[src/hw/rtl/gsfp_pkg.sv]
// ----------------------------------------------------------------------------
// gsfp_pkg
// Types, frame byte offsets and decode constants for the frame parser.
// ----------------------------------------------------------------------------
`timescale 1ns / 1ps
`default_nettype none

package gsfp_pkg;

    localparam int CMD_DEPTH = 2;
    localparam int RES_DEPTH = 2;

    // byte offsets inside a frame (length byte is offset 0)
    localparam logic [4:0] POS_SEQ     = 5'd2;
    localparam logic [4:0] POS_INFO    = 5'd7;
    localparam logic [4:0] POS_GEST_LO = 5'd10;
    localparam logic [4:0] POS_GEST_HI = 5'd11;
    localparam logic [4:0] POS_GEST_TP = 5'd13;
    localparam logic [4:0] POS_TOUCH_LO = 5'd14;
    localparam logic [4:0] POS_TOUCH_HI = 5'd15;
    localparam logic [4:0] POS_TCOUNT  = 5'd16;
    localparam logic [4:0] POS_WHEEL   = 5'd18;
    localparam logic [4:0] POS_X_LO    = 5'd20;
    localparam logic [4:0] POS_X_HI    = 5'd21;
    localparam logic [4:0] POS_Y_LO    = 5'd22;
    localparam logic [4:0] POS_Y_HI    = 5'd23;
    localparam logic [4:0] POS_Z_LO    = 5'd24;
    localparam logic [4:0] POS_Z_HI    = 5'd25;
    localparam logic [4:0] POS_SAT     = 5'd31;

    localparam logic [15:0] SWIPE_MASK = 16'h60FC;
    localparam logic [7:0]  SEQ_RESET  = 8'h00;

    typedef struct packed {
        logic [7:0] frame_byte;
        logic       frame_start;
    } in_t;

    typedef struct packed {
        logic [7:0]  swipe_code;
        logic [5:0]  touch_code;
        logic [6:0]  tap_code;
        logic [7:0]  double_tap_code;
        logic [5:0]  wheel_value;
        logic        position_valid;
        logic [15:0] position_x;
        logic [15:0] position_y;
        logic [15:0] position_z;
        logic [7:0]  touch_count;
        logic [2:0]  gesture_count;
    } out_t;

    // one classified beat handed from the front to the back
    typedef struct packed {
        logic       clear;
        logic       take;
        logic       emit;
        logic [4:0] pos;
        logic [7:0] data;
    } cmd_t;

endpackage

`default_nettype wire

[src/hw/rtl/gsfp_fifo.sv]
// ----------------------------------------------------------------------------
// gsfp_fifo
// Small register queue with push/full and pop/empty; push and pop may coincide.
// ----------------------------------------------------------------------------
`timescale 1ns / 1ps
`default_nettype none

module gsfp_fifo #(
    parameter int WIDTH = 8,
    parameter int DEPTH = 2
) (
    input  wire logic             clk,
    input  wire logic             rst_n,
    input  wire logic             push,
    input  wire logic [WIDTH-1:0] wdata,
    output logic                  full,
    input  wire logic             pop,
    output logic [WIDTH-1:0]      rdata,
    output logic                  empty
);

    localparam int PTR_W = (DEPTH > 1) ? $clog2(DEPTH) : 1;
    localparam int CNT_W = $clog2(DEPTH + 1);

    logic [WIDTH-1:0] mem_reg [DEPTH];
    logic [PTR_W-1:0] wr_ptr_reg, wr_ptr_next;
    logic [PTR_W-1:0] rd_ptr_reg, rd_ptr_next;
    logic [CNT_W-1:0] count_reg, count_next;
    logic             do_push, do_pop;

    assign full    = (count_reg == CNT_W'(DEPTH));
    assign empty   = (count_reg == '0);
    assign do_push = push && !full;
    assign do_pop  = pop && !empty;
    assign rdata   = mem_reg[rd_ptr_reg];

    always_comb
    begin
        wr_ptr_next = wr_ptr_reg;
        rd_ptr_next = rd_ptr_reg;
        count_next  = count_reg;
        if (do_push)
        begin
            wr_ptr_next = (wr_ptr_reg == PTR_W'(DEPTH - 1)) ? '0 : wr_ptr_reg + 1'b1;
        end
        if (do_pop)
        begin
            rd_ptr_next = (rd_ptr_reg == PTR_W'(DEPTH - 1)) ? '0 : rd_ptr_reg + 1'b1;
        end
        if (do_push && !do_pop)
        begin
            count_next = count_reg + 1'b1;
        end
        else if (do_pop && !do_push)
        begin
            count_next = count_reg - 1'b1;
        end
    end

    always_ff @(posedge clk or negedge rst_n)
    begin
        if (!rst_n)
        begin
            wr_ptr_reg <= '0;
            rd_ptr_reg <= '0;
            count_reg  <= '0;
        end
        else
        begin
            wr_ptr_reg <= wr_ptr_next;
            rd_ptr_reg <= rd_ptr_next;
            count_reg  <= count_next;
        end
    end

    always_ff @(posedge clk)
    begin
        if (do_push)
        begin
            mem_reg[wr_ptr_reg] <= wdata;
        end
    end

endmodule

`default_nettype wire

[src/hw/rtl/gsfp_front.sv]
// ----------------------------------------------------------------------------
// gsfp_front
// Frame tracker: byte position, length countdown, sequence check, classification.
// ----------------------------------------------------------------------------
`timescale 1ns / 1ps
`default_nettype none

module gsfp_front (
    input  wire logic          clk,
    input  wire logic          rst_n,
    input  wire logic          accept,
    input  wire gsfp_pkg::in_t item,
    output logic               cmd_valid,
    output gsfp_pkg::cmd_t     cmd
);

    logic [7:0] pos_reg, pos_next;
    logic [7:0] rem_reg, rem_next;
    logic [7:0] seq_reg, seq_next;
    logic       drop_reg, drop_next;
    logic [7:0] b;

    assign b = item.frame_byte;

    always_comb
    begin
        pos_next  = pos_reg;
        rem_next  = rem_reg;
        seq_next  = seq_reg;
        drop_next = drop_reg;
        cmd_valid = 1'b0;
        cmd       = '0;
        cmd.data  = b;
        if (accept)
        begin
            if (item.frame_start)
            begin
                pos_next  = '0;
                rem_next  = (b > 8'd1) ? b - 8'd1 : 8'd0;
                drop_next = 1'b0;
                cmd_valid = 1'b1;
                cmd.clear = 1'b1;
                cmd.emit  = (b <= 8'd1);
            end
            else if (rem_reg != '0)
            begin
                pos_next = pos_reg + 8'd1;
                rem_next = rem_reg - 8'd1;
                if (!drop_reg && pos_next == {3'b000, gsfp_pkg::POS_SEQ})
                begin
                    if (b == seq_reg)
                    begin
                        drop_next = 1'b1;
                    end
                    else
                    begin
                        seq_next = b;
                    end
                end
                cmd_valid = !drop_reg;
                cmd.take  = 1'b1;
                cmd.emit  = (rem_next == '0) && !drop_next;
                cmd.pos   = (pos_next > {3'b000, gsfp_pkg::POS_SAT}) ? gsfp_pkg::POS_SAT
                                                                      : pos_next[4:0];
            end
        end
    end

    always_ff @(posedge clk or negedge rst_n)
    begin
        if (!rst_n)
        begin
            pos_reg  <= '0;
            rem_reg  <= '0;
            seq_reg  <= gsfp_pkg::SEQ_RESET;
            drop_reg <= 1'b0;
        end
        else
        begin
            pos_reg  <= pos_next;
            rem_reg  <= rem_next;
            seq_reg  <= seq_next;
            drop_reg <= drop_next;
        end
    end

endmodule

`default_nettype wire

[src/hw/rtl/gsfp_back.sv]
// ----------------------------------------------------------------------------
// gsfp_back
// Field decoder: applies classified beats to the frame fields, builds results.
// ----------------------------------------------------------------------------
`timescale 1ns / 1ps
`default_nettype none

module gsfp_back (
    input  wire logic           clk,
    input  wire logic           rst_n,
    input  wire logic           cmd_valid,
    input  wire gsfp_pkg::cmd_t cmd,
    output logic                cmd_pop,
    input  wire logic           res_full,
    output logic                res_push,
    output gsfp_pkg::out_t      res
);

    logic [1:0]  info_reg, info_next;
    logic [15:0] gather_reg, gather_next;
    logic [7:0]  swipe_reg, swipe_next;
    logic [5:0]  touch_reg, touch_next;
    logic [6:0]  tap_reg, tap_next;
    logic [7:0]  dtap_reg, dtap_next;
    logic [5:0]  wheel_reg, wheel_next;
    logic [47:0] posw_reg, posw_next;
    logic [7:0]  tcount_reg, tcount_next;
    logic [2:0]  gcount_reg, gcount_next;
    logic        reach_reg, reach_next;
    logic        fire;
    logic [15:0] w;
    logic [7:0]  b;

    assign b        = cmd.data;
    assign cmd_pop  = cmd_valid && !(cmd.emit && res_full);
    assign fire     = cmd_pop;
    assign res_push = fire && cmd.emit;
    assign w        = {b, gather_reg[7:0]};

    always_comb
    begin
        info_next   = info_reg;
        gather_next = gather_reg;
        swipe_next  = swipe_reg;
        touch_next  = touch_reg;
        tap_next    = tap_reg;
        dtap_next   = dtap_reg;
        wheel_next  = wheel_reg;
        posw_next   = posw_reg;
        tcount_next = tcount_reg;
        gcount_next = gcount_reg;
        reach_next  = reach_reg;
        if (cmd.clear)
        begin
            info_next   = '0;
            gather_next = '0;
            swipe_next  = '0;
            touch_next  = '0;
            tap_next    = '0;
            dtap_next   = '0;
            wheel_next  = '0;
            posw_next   = '0;
            tcount_next = '0;
            gcount_next = '0;
            reach_next  = 1'b0;
        end
        if (cmd.take)
        begin
            if (cmd.pos == gsfp_pkg::POS_Z_HI)
            begin
                reach_next = 1'b1;
            end
            unique case (cmd.pos)
                gsfp_pkg::POS_INFO:
                begin
                    info_next = b[1:0];
                end
                gsfp_pkg::POS_GEST_LO, gsfp_pkg::POS_TOUCH_LO:
                begin
                    gather_next = {8'h00, b};
                end
                gsfp_pkg::POS_GEST_HI:
                begin
                    gather_next = {b, gather_reg[7:0]};
                end
                gsfp_pkg::POS_GEST_TP:
                begin
                    // bit 31 of the gesture word is bit 7 of this byte
                    if (!b[7] && ((gather_reg & gsfp_pkg::SWIPE_MASK) != '0))
                    begin
                        swipe_next  = swipe_reg | {1'b1, gather_reg[8:2]};
                        gcount_next = gcount_reg + 3'd1;
                    end
                    gather_next = '0;
                end
                gsfp_pkg::POS_TOUCH_HI:
                begin
                    gather_next = w;
                    if (w[4:0] != '0)
                    begin
                        touch_next = touch_reg | {1'b1, w[4:0]};
                    end
                    if (w[9:5] != '0)
                    begin
                        tap_next = tap_reg | {2'b10, w[9:5]};
                    end
                    if (w[14:10] != '0)
                    begin
                        dtap_next = dtap_reg | {3'b100, w[14:10]};
                    end
                    gcount_next = gcount_reg + 3'(w[4:0] != '0) + 3'(w[9:5] != '0)
                                + 3'(w[14:10] != '0);
                end
                gsfp_pkg::POS_TCOUNT:
                begin
                    tcount_next = b;
                    gather_next = '0;
                end
                gsfp_pkg::POS_WHEEL:
                begin
                    if (info_reg[1])
                    begin
                        wheel_next  = 6'(b[4:0]) + 6'd1;
                        gcount_next = gcount_reg + 3'd1;
                    end
                end
                gsfp_pkg::POS_X_LO:
                begin
                    if (info_reg[0]) posw_next[7:0] = b;
                end
                gsfp_pkg::POS_X_HI:
                begin
                    if (info_reg[0]) posw_next[15:8] = b;
                end
                gsfp_pkg::POS_Y_LO:
                begin
                    if (info_reg[0]) posw_next[23:16] = b;
                end
                gsfp_pkg::POS_Y_HI:
                begin
                    if (info_reg[0]) posw_next[31:24] = b;
                end
                gsfp_pkg::POS_Z_LO:
                begin
                    if (info_reg[0]) posw_next[39:32] = b;
                end
                gsfp_pkg::POS_Z_HI:
                begin
                    if (info_reg[0]) posw_next[47:40] = b;
                end
                default:
                begin
                end
            endcase
        end
    end

    always_comb
    begin
        res.swipe_code      = swipe_next;
        res.touch_code      = touch_next;
        res.tap_code        = tap_next;
        res.double_tap_code = dtap_next;
        res.wheel_value     = wheel_next;
        res.position_valid  = info_next[0] && reach_next;
        res.position_x      = posw_next[15:0];
        res.position_y      = posw_next[31:16];
        res.position_z      = posw_next[47:32];
        res.touch_count     = tcount_next;
        res.gesture_count   = gcount_next;
    end

    always_ff @(posedge clk or negedge rst_n)
    begin
        if (!rst_n)
        begin
            info_reg   <= '0;
            gather_reg <= '0;
            swipe_reg  <= '0;
            touch_reg  <= '0;
            tap_reg    <= '0;
            dtap_reg   <= '0;
            wheel_reg  <= '0;
            posw_reg   <= '0;
            tcount_reg <= '0;
            gcount_reg <= '0;
            reach_reg  <= 1'b0;
        end
        else if (fire)
        begin
            info_reg   <= info_next;
            gather_reg <= gather_next;
            swipe_reg  <= swipe_next;
            touch_reg  <= touch_next;
            tap_reg    <= tap_next;
            dtap_reg   <= dtap_next;
            wheel_reg  <= wheel_next;
            posw_reg   <= posw_next;
            tcount_reg <= tcount_next;
            gcount_reg <= gcount_next;
            reach_reg  <= reach_next;
        end
    end

endmodule

`default_nettype wire

[src/hw/rtl/gesture_sensor_frame_parser.sv]
// One byte beat per cycle is accepted while full is low. A frame's result goes
// to the result ports through both queues: the frame tracker writes the frame's
// last beat into the beat queue at the edge that accepts it, and the field
// decoder moves it into the result queue once it is at the head and the result
// queue has room. Duplicate-sequence frames and stray bytes give no result. The
// front keeps taking beats while results wait, until the CMD_DEPTH beat queue
// fills behind a RES_DEPTH result queue that is not popped.
// ----------------------------------------------------------------------------
// gesture_sensor_frame_parser
// Top level: frame tracker, beat queue, field decoder and result queue.
// ----------------------------------------------------------------------------
`timescale 1ns / 1ps
`default_nettype none

module gesture_sensor_frame_parser #(
    parameter int CMD_DEPTH = gsfp_pkg::CMD_DEPTH,
    parameter int RES_DEPTH = gsfp_pkg::RES_DEPTH
) (
    input  wire logic           clk,
    input  wire logic           rst_n,
    input  wire logic           push,
    output logic                full,
    input  wire gsfp_pkg::in_t  item,
    output logic                empty,
    input  wire logic           pop,
    output gsfp_pkg::out_t      result
);

    localparam int CMD_W = $bits(gsfp_pkg::cmd_t);
    localparam int RES_W = $bits(gsfp_pkg::out_t);

    logic           accept;
    logic           f_cmd_valid;
    gsfp_pkg::cmd_t f_cmd;
    gsfp_pkg::cmd_t q_cmd;
    logic           q_empty;
    logic           b_pop;
    logic           r_full;
    logic           r_push;
    gsfp_pkg::out_t b_res;
    logic [CMD_W-1:0] q_cmd_bits;
    logic [RES_W-1:0] r_bits;

    assign accept = push && !full;
    assign q_cmd  = gsfp_pkg::cmd_t'(q_cmd_bits);
    assign result = gsfp_pkg::out_t'(r_bits);

    gsfp_front u_front (
        .clk       (clk),
        .rst_n     (rst_n),
        .accept    (accept),
        .item      (item),
        .cmd_valid (f_cmd_valid),
        .cmd       (f_cmd)
    );

    gsfp_fifo #(
        .WIDTH (CMD_W),
        .DEPTH (CMD_DEPTH)
    ) u_cmd_q (
        .clk   (clk),
        .rst_n (rst_n),
        .push  (f_cmd_valid),
        .wdata (CMD_W'(f_cmd)),
        .full  (full),
        .pop   (b_pop),
        .rdata (q_cmd_bits),
        .empty (q_empty)
    );

    gsfp_back u_back (
        .clk       (clk),
        .rst_n     (rst_n),
        .cmd_valid (!q_empty),
        .cmd       (q_cmd),
        .cmd_pop   (b_pop),
        .res_full  (r_full),
        .res_push  (r_push),
        .res       (b_res)
    );

    gsfp_fifo #(
        .WIDTH (RES_W),
        .DEPTH (RES_DEPTH)
    ) u_res_q (
        .clk   (clk),
        .rst_n (rst_n),
        .push  (r_push),
        .wdata (RES_W'(b_res)),
        .full  (r_full),
        .pop   (pop),
        .rdata (r_bits),
        .empty (empty)
    );

endmodule

`default_nettype wire

[config.mk]
export PLATFORM = sky130hd
export DESIGN_NAME = gesture_sensor_frame_parser
export DESIGN_NICKNAME = d
export VERILOG_FILES = /design/src/hw/rtl/gsfp_pkg.sv /design/src/hw/rtl/gsfp_fifo.sv /design/src/hw/rtl/gsfp_front.sv /design/src/hw/rtl/gsfp_back.sv /design/src/hw/rtl/gesture_sensor_frame_parser.sv
export SDC_FILE = /design/constraint.sdc
export NUM_CORES = 1
export LEC_CHECK = 0
export ABC_AREA = 1
export ABC_CLOCK_PERIOD_IN_PS = 19500
export BUFFER_PORTS_ARGS = -buffer_cell sky130_fd_sc_hd__buf_2
export CORE_MARGIN = 4
export CORE_UTILIZATION = 35
export CTS_CLUSTER_SIZE = 30
export DETAILED_ROUTE_END_ITERATION = 7
export PLACE_DENSITY = 0.5
export SYNTH_ARGS = -nofsm -noshare
export SYNTH_HDL_FRONTEND = slang
export SYNTH_HIERARCHICAL = 1
export SYNTH_SLANG_ARGS = --single-unit
[constraint.sdc]
create_clock -name clk -period 19.5 [get_ports clk]
set_input_delay 3.9 -clock clk [delete_from_list [all_inputs] [get_ports clk]]
set_output_delay 3.9 -clock clk [all_outputs]
set_load 0.01 [all_outputs]
# After elaboration in Yosys (flattened, before gate mapping)
# Memory sizes are Yosys's and may differ from the RTL's.
# Index checks and enable logic that the tools add are counted.
[totals] out_inout_bits=97 inputBits=13 mem_bits_ro=0 ram_bits=222 word_cells=198 ff_bits=146 latch_bits=0 n_memories=2
[mem_list] name="u_res_q.mem_reg" depth=2 word_bits=95 read_ports=1 rd_ports_with_merged_regs=0 wr=1 line_no="gsfp_fifo.sv:25" rtl="logic [WIDTH-1:0] mem_reg [DEPTH];"
[mem_list] name="u_cmd_q.mem_reg" depth=2 word_bits=16 read_ports=1 rd_ports_with_merged_regs=0 wr=1 line_no="gsfp_fifo.sv:25"
[op_classes] n_div=0 n_addsub=16 order_cmp=3 mul=0 reduce_logical=45 n_eq_ne=19 shifts=0 muxes=85 n_bitwise=6
[op_table] cell="8-bit two-way mux" n=29
[op_table] cell="48-bit two-way mux" n=2
[op_table] cell="6-bit two-way mux" n=8
[op_table] cell="16-bit case mux with 3 select lines" n=1
[op_table] cell="5-bit equality test (second input constant)" n=8
[op_table] cell="7-bit two-way mux" n=5
[op_table] cell="16-bit two-way mux" n=2
[op_table] cell="5-bit by 4-bit equality test with 1-bit output (second input constant)" n=5
[op_table] cell="1-bit two-way mux" n=24
[op_table] cell="1-bit logical AND" n=16
[op_table] cell="8-bit bitwise OR" n=2
[op_table] cell="16-bit nonzero test" n=1
[op_table] cell="8-bit by 1-bit subtractor with 8-bit output (second input constant)" n=2
[op_table] cell="5-bit nonzero test" n=3
[op_table] cell="2-bit two-way mux" n=7
[op_table] cell="1-bit logical NOT" n=12
[op_table] cell="3-bit two-way mux" n=4
[op_table] cell="5-bit two-way mux" n=2
[op_table] cell="3-bit by 1-bit adder with 3-bit output" n=3
[op_table] cell="3-bit case mux with 3 select lines" n=1
[op_table] cell="8-bit by 1-bit adder with 8-bit output (second input constant)" n=1
[op_table] cell="8-bit by 2-bit equality test with 1-bit output (second input constant)" n=1
[op_table] cell="8-bit equality test" n=1
[op_table] cell="8-bit by 1-bit greater-than comparator with 1-bit output (second input constant)" n=1
[op_table] cell="other kinds (20)" n=33

# Depth between registers and ports, before layout
[depth] ltp_word=12 ltp_mapped=19 mapped_depth_nobuf=17

# Hierarchy
# The synthesis kept the hierarchy.
[by_module_without_submodules] module="gsfp_fifo at u_res_q" instances=1 cells_each=528 area_per_inst_um2=7146.9 seq_area_each_um2=5805.6
[by_module_without_submodules] module="gsfp_back" instances=1 cells_each=832 area_per_inst_um2=5858.1 seq_area_each_um2=2702.6
[by_module_without_submodules] module="gsfp_front" instances=1 cells_each=275 area_per_inst_um2=1905.6 seq_area_each_um2=625.6
[by_module_without_submodules] module="gsfp_fifo at u_cmd_q" instances=1 cells_each=115 area_per_inst_um2=1402.6 seq_area_each_um2=1061.0
[by_module_without_submodules] module="gesture_sensor_frame_parser" instances=1 cells_each=3 area_per_inst_um2=13.8 seq_area_each_um2=0.0

# Least setup slack after synthesis
# Ideal clock, no wire load.
[synth_timing] path_kind="register -> register" start="register u_cmd_q.rd_ptr_reg" end="memory u_res_q/mem_reg[1][0] (netlist bit), enable pin" path_buffers=4 stages_incl_launch_ff=14 slack_ns=13.234 setup_time_ns=0.549 t_arrival_ns=5.717 cell_sequence="dfrtp_1 > buf_4 > buf_2 > nand2_1 > nand2_1 > nand2_1 > nand2_1 > inv_1 > clkbuf_1 > clkbuf_1 > nand2_1 > inv_1 > o21ai_0 > nor2_1"
[synth_lines] item="from (decl)" line_no="gsfp_fifo.sv:27" rtl="logic [PTR_W-1:0] rd_ptr_reg, rd_ptr_next;"
[synth_lines] item="from (signal assigned)" line_no="gsfp_fifo.sv:71" rtl="rd_ptr_reg <= rd_ptr_next;"
[synth_lines] item="to (decl)" line_no="gsfp_fifo.sv:25"

==> Flow_metrics.wiki <==
{| class="wikitable"
! Metric !! Value
|-
| Status || finished clean
|-
| Number of rows created at floorplan || 78
|-
| Number of antenna violations at the first check in global routing || 0
|-
| Count of yosys warnings during synthesis || 6
|-
| Leading cell type in the layout, fill and taps excluded || sky130_fd_sc_hd__nand2_1
|-
| Final hold violation count || 0
|-
| CTS root buf || sky130_fd_sc_hd__clkbuf_16
|-
| Chip Width || between 200 and 250 microns
|-
| Total Negative Setup Slacks || 0 ns
|-
| Post-route design area || about 19,000 sq um
|-
| TritonCTS clock tree || built
|-
| Worst-case headroom to the max-slew limit || 24.08%
|-
| Final Instance Count excl. Fillers || around 2,500
|-
| Post-synth design cell area || 16,330 sq um
|-
| Clock Sinks || 363
|-
| Multiplexer share of the synthesized area || 0%
|-
| CP peak stage delay || 0.76 ns
|-
| Final critical-path required period || 6.398 ns
|-
| Port bufs || 109
|-
| Number of enable flip-flop cells after synthesis || 222
|-
| Startpoint type of the worst setup path || register
|-
| Number of buffers created by CTS || 41
|-
| Data required time of the critical path || approximately 16 ns
|-
| Overall die area || 50,170 sq um
|-
| Maximum clock skew at final layout || 0.02572 ns
|-
| VDD IR max || 0.09100 mV
|-
| Final period util || 32.81%
|-
| Number of pins exceeding their max-slew limit in the final report || 0
|-
| Count of cell types in the netlist || 42
|-
| Detailed-route DRC error count || 0
|-
| First-pass GRT wire length || around 65,000 microns
|-
| Share of the synthesized area in compound gates (AO/OA/AOI/OAI) || 5.587%
|-
| P_leak || 8.653 nW
|-
| Max Buffers Root-to-Sink || 3
|-
| Max cap viols || 0
|-
| Number of I/O pins || 110
|-
| Total setup violations reported at the end of the flow || 0
|-
| Post_cts resized || 0
|-
| Type of the worst setup path || reg2out
|-
| Mean instance size in the synthesized netlist || slightly above 9 sq um
|-
| Highest net fanout along the worst path || 96
|-
| Arithmetic-cell share of the synthesized area counting full adders, half adders and majority gates || 1.241%
|-
| Core Box Area || 45,770 sq um
|-
| Synthesized Nets || 1,781
|-
| Layout cell share with drive strength beyond 1 || 13.37%
|-
| Synth Area in Simple Gates || between 20% and 30%
|-
| Starting Density || 35.67%
|-
| PwrDens || 152.6 nW/um^2
|-
| Total length of routed wires || between 40,000 and 50,000 microns
|-
| Pin count of the biggest net entering global routing || 97
|-
| Syn-to-layout area delta || 14.32%
|-
| Post-synthesis register bit count || about 360
|-
| Buffering stage count on the worst path with inverters included || 2
|-
| Number of placed cells counting well taps || approximately 2,400
|-
| Library cell occupying the most area in the post-synthesis netlist || sky130_fd_sc_hd__edfxtp_1
|-
| WHS || roughly 0.47 ns
|-
| Buffers inserted during post-CTS setup optimization || 0
|-
| Largest register FFs || 190
|-
| RePlAce Congestion || between 0.8 and 0.9
|-
| Unrepaired setup endpoints after global routing || false
|-
| Worst-Margin Slew || 1.130 ns
|-
| DPL Wire Length || between 20,000 and 30,000 microns
|-
| Slowest-stage cell, CP || sky130_fd_sc_hd__inv_4
|-
| Die Height || 224.0 microns
|-
| Tightest Hold Check Type || reg2reg
|-
| Area share of the largest cell type after synthesis || 40.83%
|-
| Total track usage || between 10% and 20%
|-
| Top_reg_cell synth || sky130_fd_sc_hd__edfxtp_1
|-
| Top cells by area in the synthesized netlist || sky130_fd_sc_hd__edfxtp_1 41%, sky130_fd_sc_hd__dfrtp_1 22%, sky130_fd_sc_hd__nand2_1 18%
|-
| Crit path cell chain || inv_4 > nand2_1 > nand2_1 > buf_2
|-
| Layout filler cell count || 4,481
|-
| Total number of nets in the final design || 1,872
|-
| DR pass1 iterations || 5
|-
| Commonest cells after routing, fill and taps aside || 761 x sky130_fd_sc_hd__nand2_1, 222 x sky130_fd_sc_hd__edfxtp_1, 140 x sky130_fd_sc_hd__dfrtp_1, 132 x sky130_fd_sc_hd__inv_1, 108 x sky130_fd_sc_hd__buf_2
|-
| Total number of H-tree levels || 2
|-
| Power, Total || 0.002849 W
|-
| Maximum clock frequency || 156.3 MHz
|-
| Vias in the first global route || roughly 11,000
|-
| Family with the most delay on the worst path || buffers and inverters
|-
| Cell area reported after detailed placement || around 17,000 sq um
|-
| Kind of capture point of the worst setup path || primary output
|-
| Number of nets with antenna violations after routing || 0
|-
| Data arrival at the endpoint of the critical path || ~2.5 ns
|-
| Post-synthesis xor/xnor area fraction || 0.8047%
|-
| Dominant cell type by count on the critical path || sky130_fd_sc_hd__nand2_1
|-
| Portion of the post-synthesis area used by sequential elements || 62.44%
|-
| Dominant combinational cell family by area after synthesis || simple AND/OR/NAND/NOR gates
|-
| Routed vias || 11,850
|-
| Synthesized instance count || about 1,800
|-
| Async set or reset register ratio after synthesis || 38.84%
|-
| Clock Pin Slew Worst Setup and Hold Paths || roughly 0.060 ns
|-
| Mean number of vias per cell || 4.785
|-
| Number of diodes added for antenna fixing || 0
|-
| Number of hold buffers added after CTS || 0
|-
| Remaining global-route overflow || 0
|-
| Wire length per cell after detailed routing || approximately 16 microns
|-
| Violation count after the first detailed-routing iteration || 882
|-
| Skew-Pair Late Insertion Delay || 0.57 ns
|}
## stage by stage
step,setup WS (ns),utilization [%]
after floorplan,13.23,-
after global placement,13.63,37.89
after detailed placement,13.65,37.89
after CTS,13.04,40.78
after global routing,12.86,40.78
final,13.10,40.78
## worst register-to-register path, delay by kind of cell, from the launching register on
family,cells,cell delay (ns)
buf+inv,7,2.72
simple gates,6,0.81
flops,1,0.32
compound gates,1,0.16
## final timing paths
| path | cells after the start | startpoint | slack, ns | to |
|---|---|---|---|---|
| hold / removal | 2 | u_back/dtap_reg[5]$_DFFE_PN0P_ | 0.47 | u_back/dtap_reg[5]$_DFFE_PN0P_ |
| hold reg to reg | 2 | u_back/dtap_reg[5]$_DFFE_PN0P_ | 0.47 | u_back/dtap_reg[5]$_DFFE_PN0P_ |
| max in group asynchronous | 2 | rst_n | 14.65 | u_back/gather_reg[1]$_DFFE_PN0P_ |
| setup reg to reg | 14 | u_cmd_q/rd_ptr_reg$_DFFE_PN0P_ | 15.05 | u_res_q/mem_reg[1][88]$_DFFE_PP_ |
| min in group asynchronous | 1 | rst_n | 3.39 | u_back/tap_reg[1]$_DFFE_PN0P_ |
| setup / recovery | 4 | u_res_q/rd_ptr_reg$_DFFE_PN0P_ | 13.10 | result[1] |
## Yosys cell counts (3+ instances only)
master and instances:
sky130_fd_sc_hd__nor2_2 6, sky130_fd_sc_hd__xnor2_1 3, sky130_fd_sc_hd__o21ai_0 86, sky130_fd_sc_hd__a21oi_1 18
sky130_fd_sc_hd__a22oi_1 4, sky130_fd_sc_hd__clkbuf_1 22, sky130_fd_sc_hd__buf_2 15, sky130_fd_sc_hd__edfxtp_1 222
sky130_fd_sc_hd__nand3_1 99, sky130_fd_sc_hd__nand4_1 8, sky130_fd_sc_hd__nor3_1 13, sky130_fd_sc_hd__dfrtp_1 141
sky130_fd_sc_hd__nor2_1 57, sky130_fd_sc_hd__nor2_4 3, sky130_fd_sc_hd__buf_6 3, sky130_fd_sc_hd__buf_1 12
sky130_fd_sc_hd__buf_4 19, sky130_fd_sc_hd__o21ai_1 22, sky130_fd_sc_hd__inv_1 134, sky130_fd_sc_hd__o21ai_2 10
sky130_fd_sc_hd__xor2_1 12, sky130_fd_sc_hd__ha_1 13, sky130_fd_sc_hd__inv_2 21, sky130_fd_sc_hd__inv_4 3
sky130_fd_sc_hd__nand2_2 10, sky130_fd_sc_hd__o22ai_1 17, sky130_fd_sc_hd__nand2_1 762
## final cells by class
class / count / area [sq um] / area share, %
Sequential cell: 363 / 10200 / 54.64
Multi-Input combinational cell: 1160 / 5159 / 27.64
Timing Repair Buffer: 119 / 626.9 / 3.358
Tap cell: 600 / 750.7 / 4.022
Clock buffer: 47 / 1080 / 5.785
Clock inverter: 29 / 244.0 / 1.307
Inverter: 159 / 606.8 / 3.251
## cells by family (layout without fill, tap and decap cells)
| kind of cell | Yosys count | in the layout |
|---|---|---|
| simple gates | 967 | 967 |
| flops | 363 | 363 |
| buf+inv | 230 | 354 |
| compound gates | 163 | 163 |
| fa+ha+maj | 15 | 15 |
| xor+xnor | 15 | 15 |
## layer usage
layer  vias up  GRT usage (%)  wire, microns
li1       5867              -              -
met1      5698          22.57          18950
met2       234          25.98          19020
met3        54          2.451           1747
met4         0          4.395            810
met5         -              0              0
## where the power goes
| part | total, W | switching [W] | leakage [nW] | internal, W |
|---|---|---|---|---|
| sequential | 0.00110 | 0.0000793 | 4.00 | 0.00103 |
| combinational | 0.000993 | 0.000739 | 4.01 | 0.000254 |
| clock | 0.000751 | 0.000321 | 0.644 | 0.000430 |
| total | 0.00285 | 0.00114 | 8.65 | 0.00171 |
(Power assumes the default switching activity.)
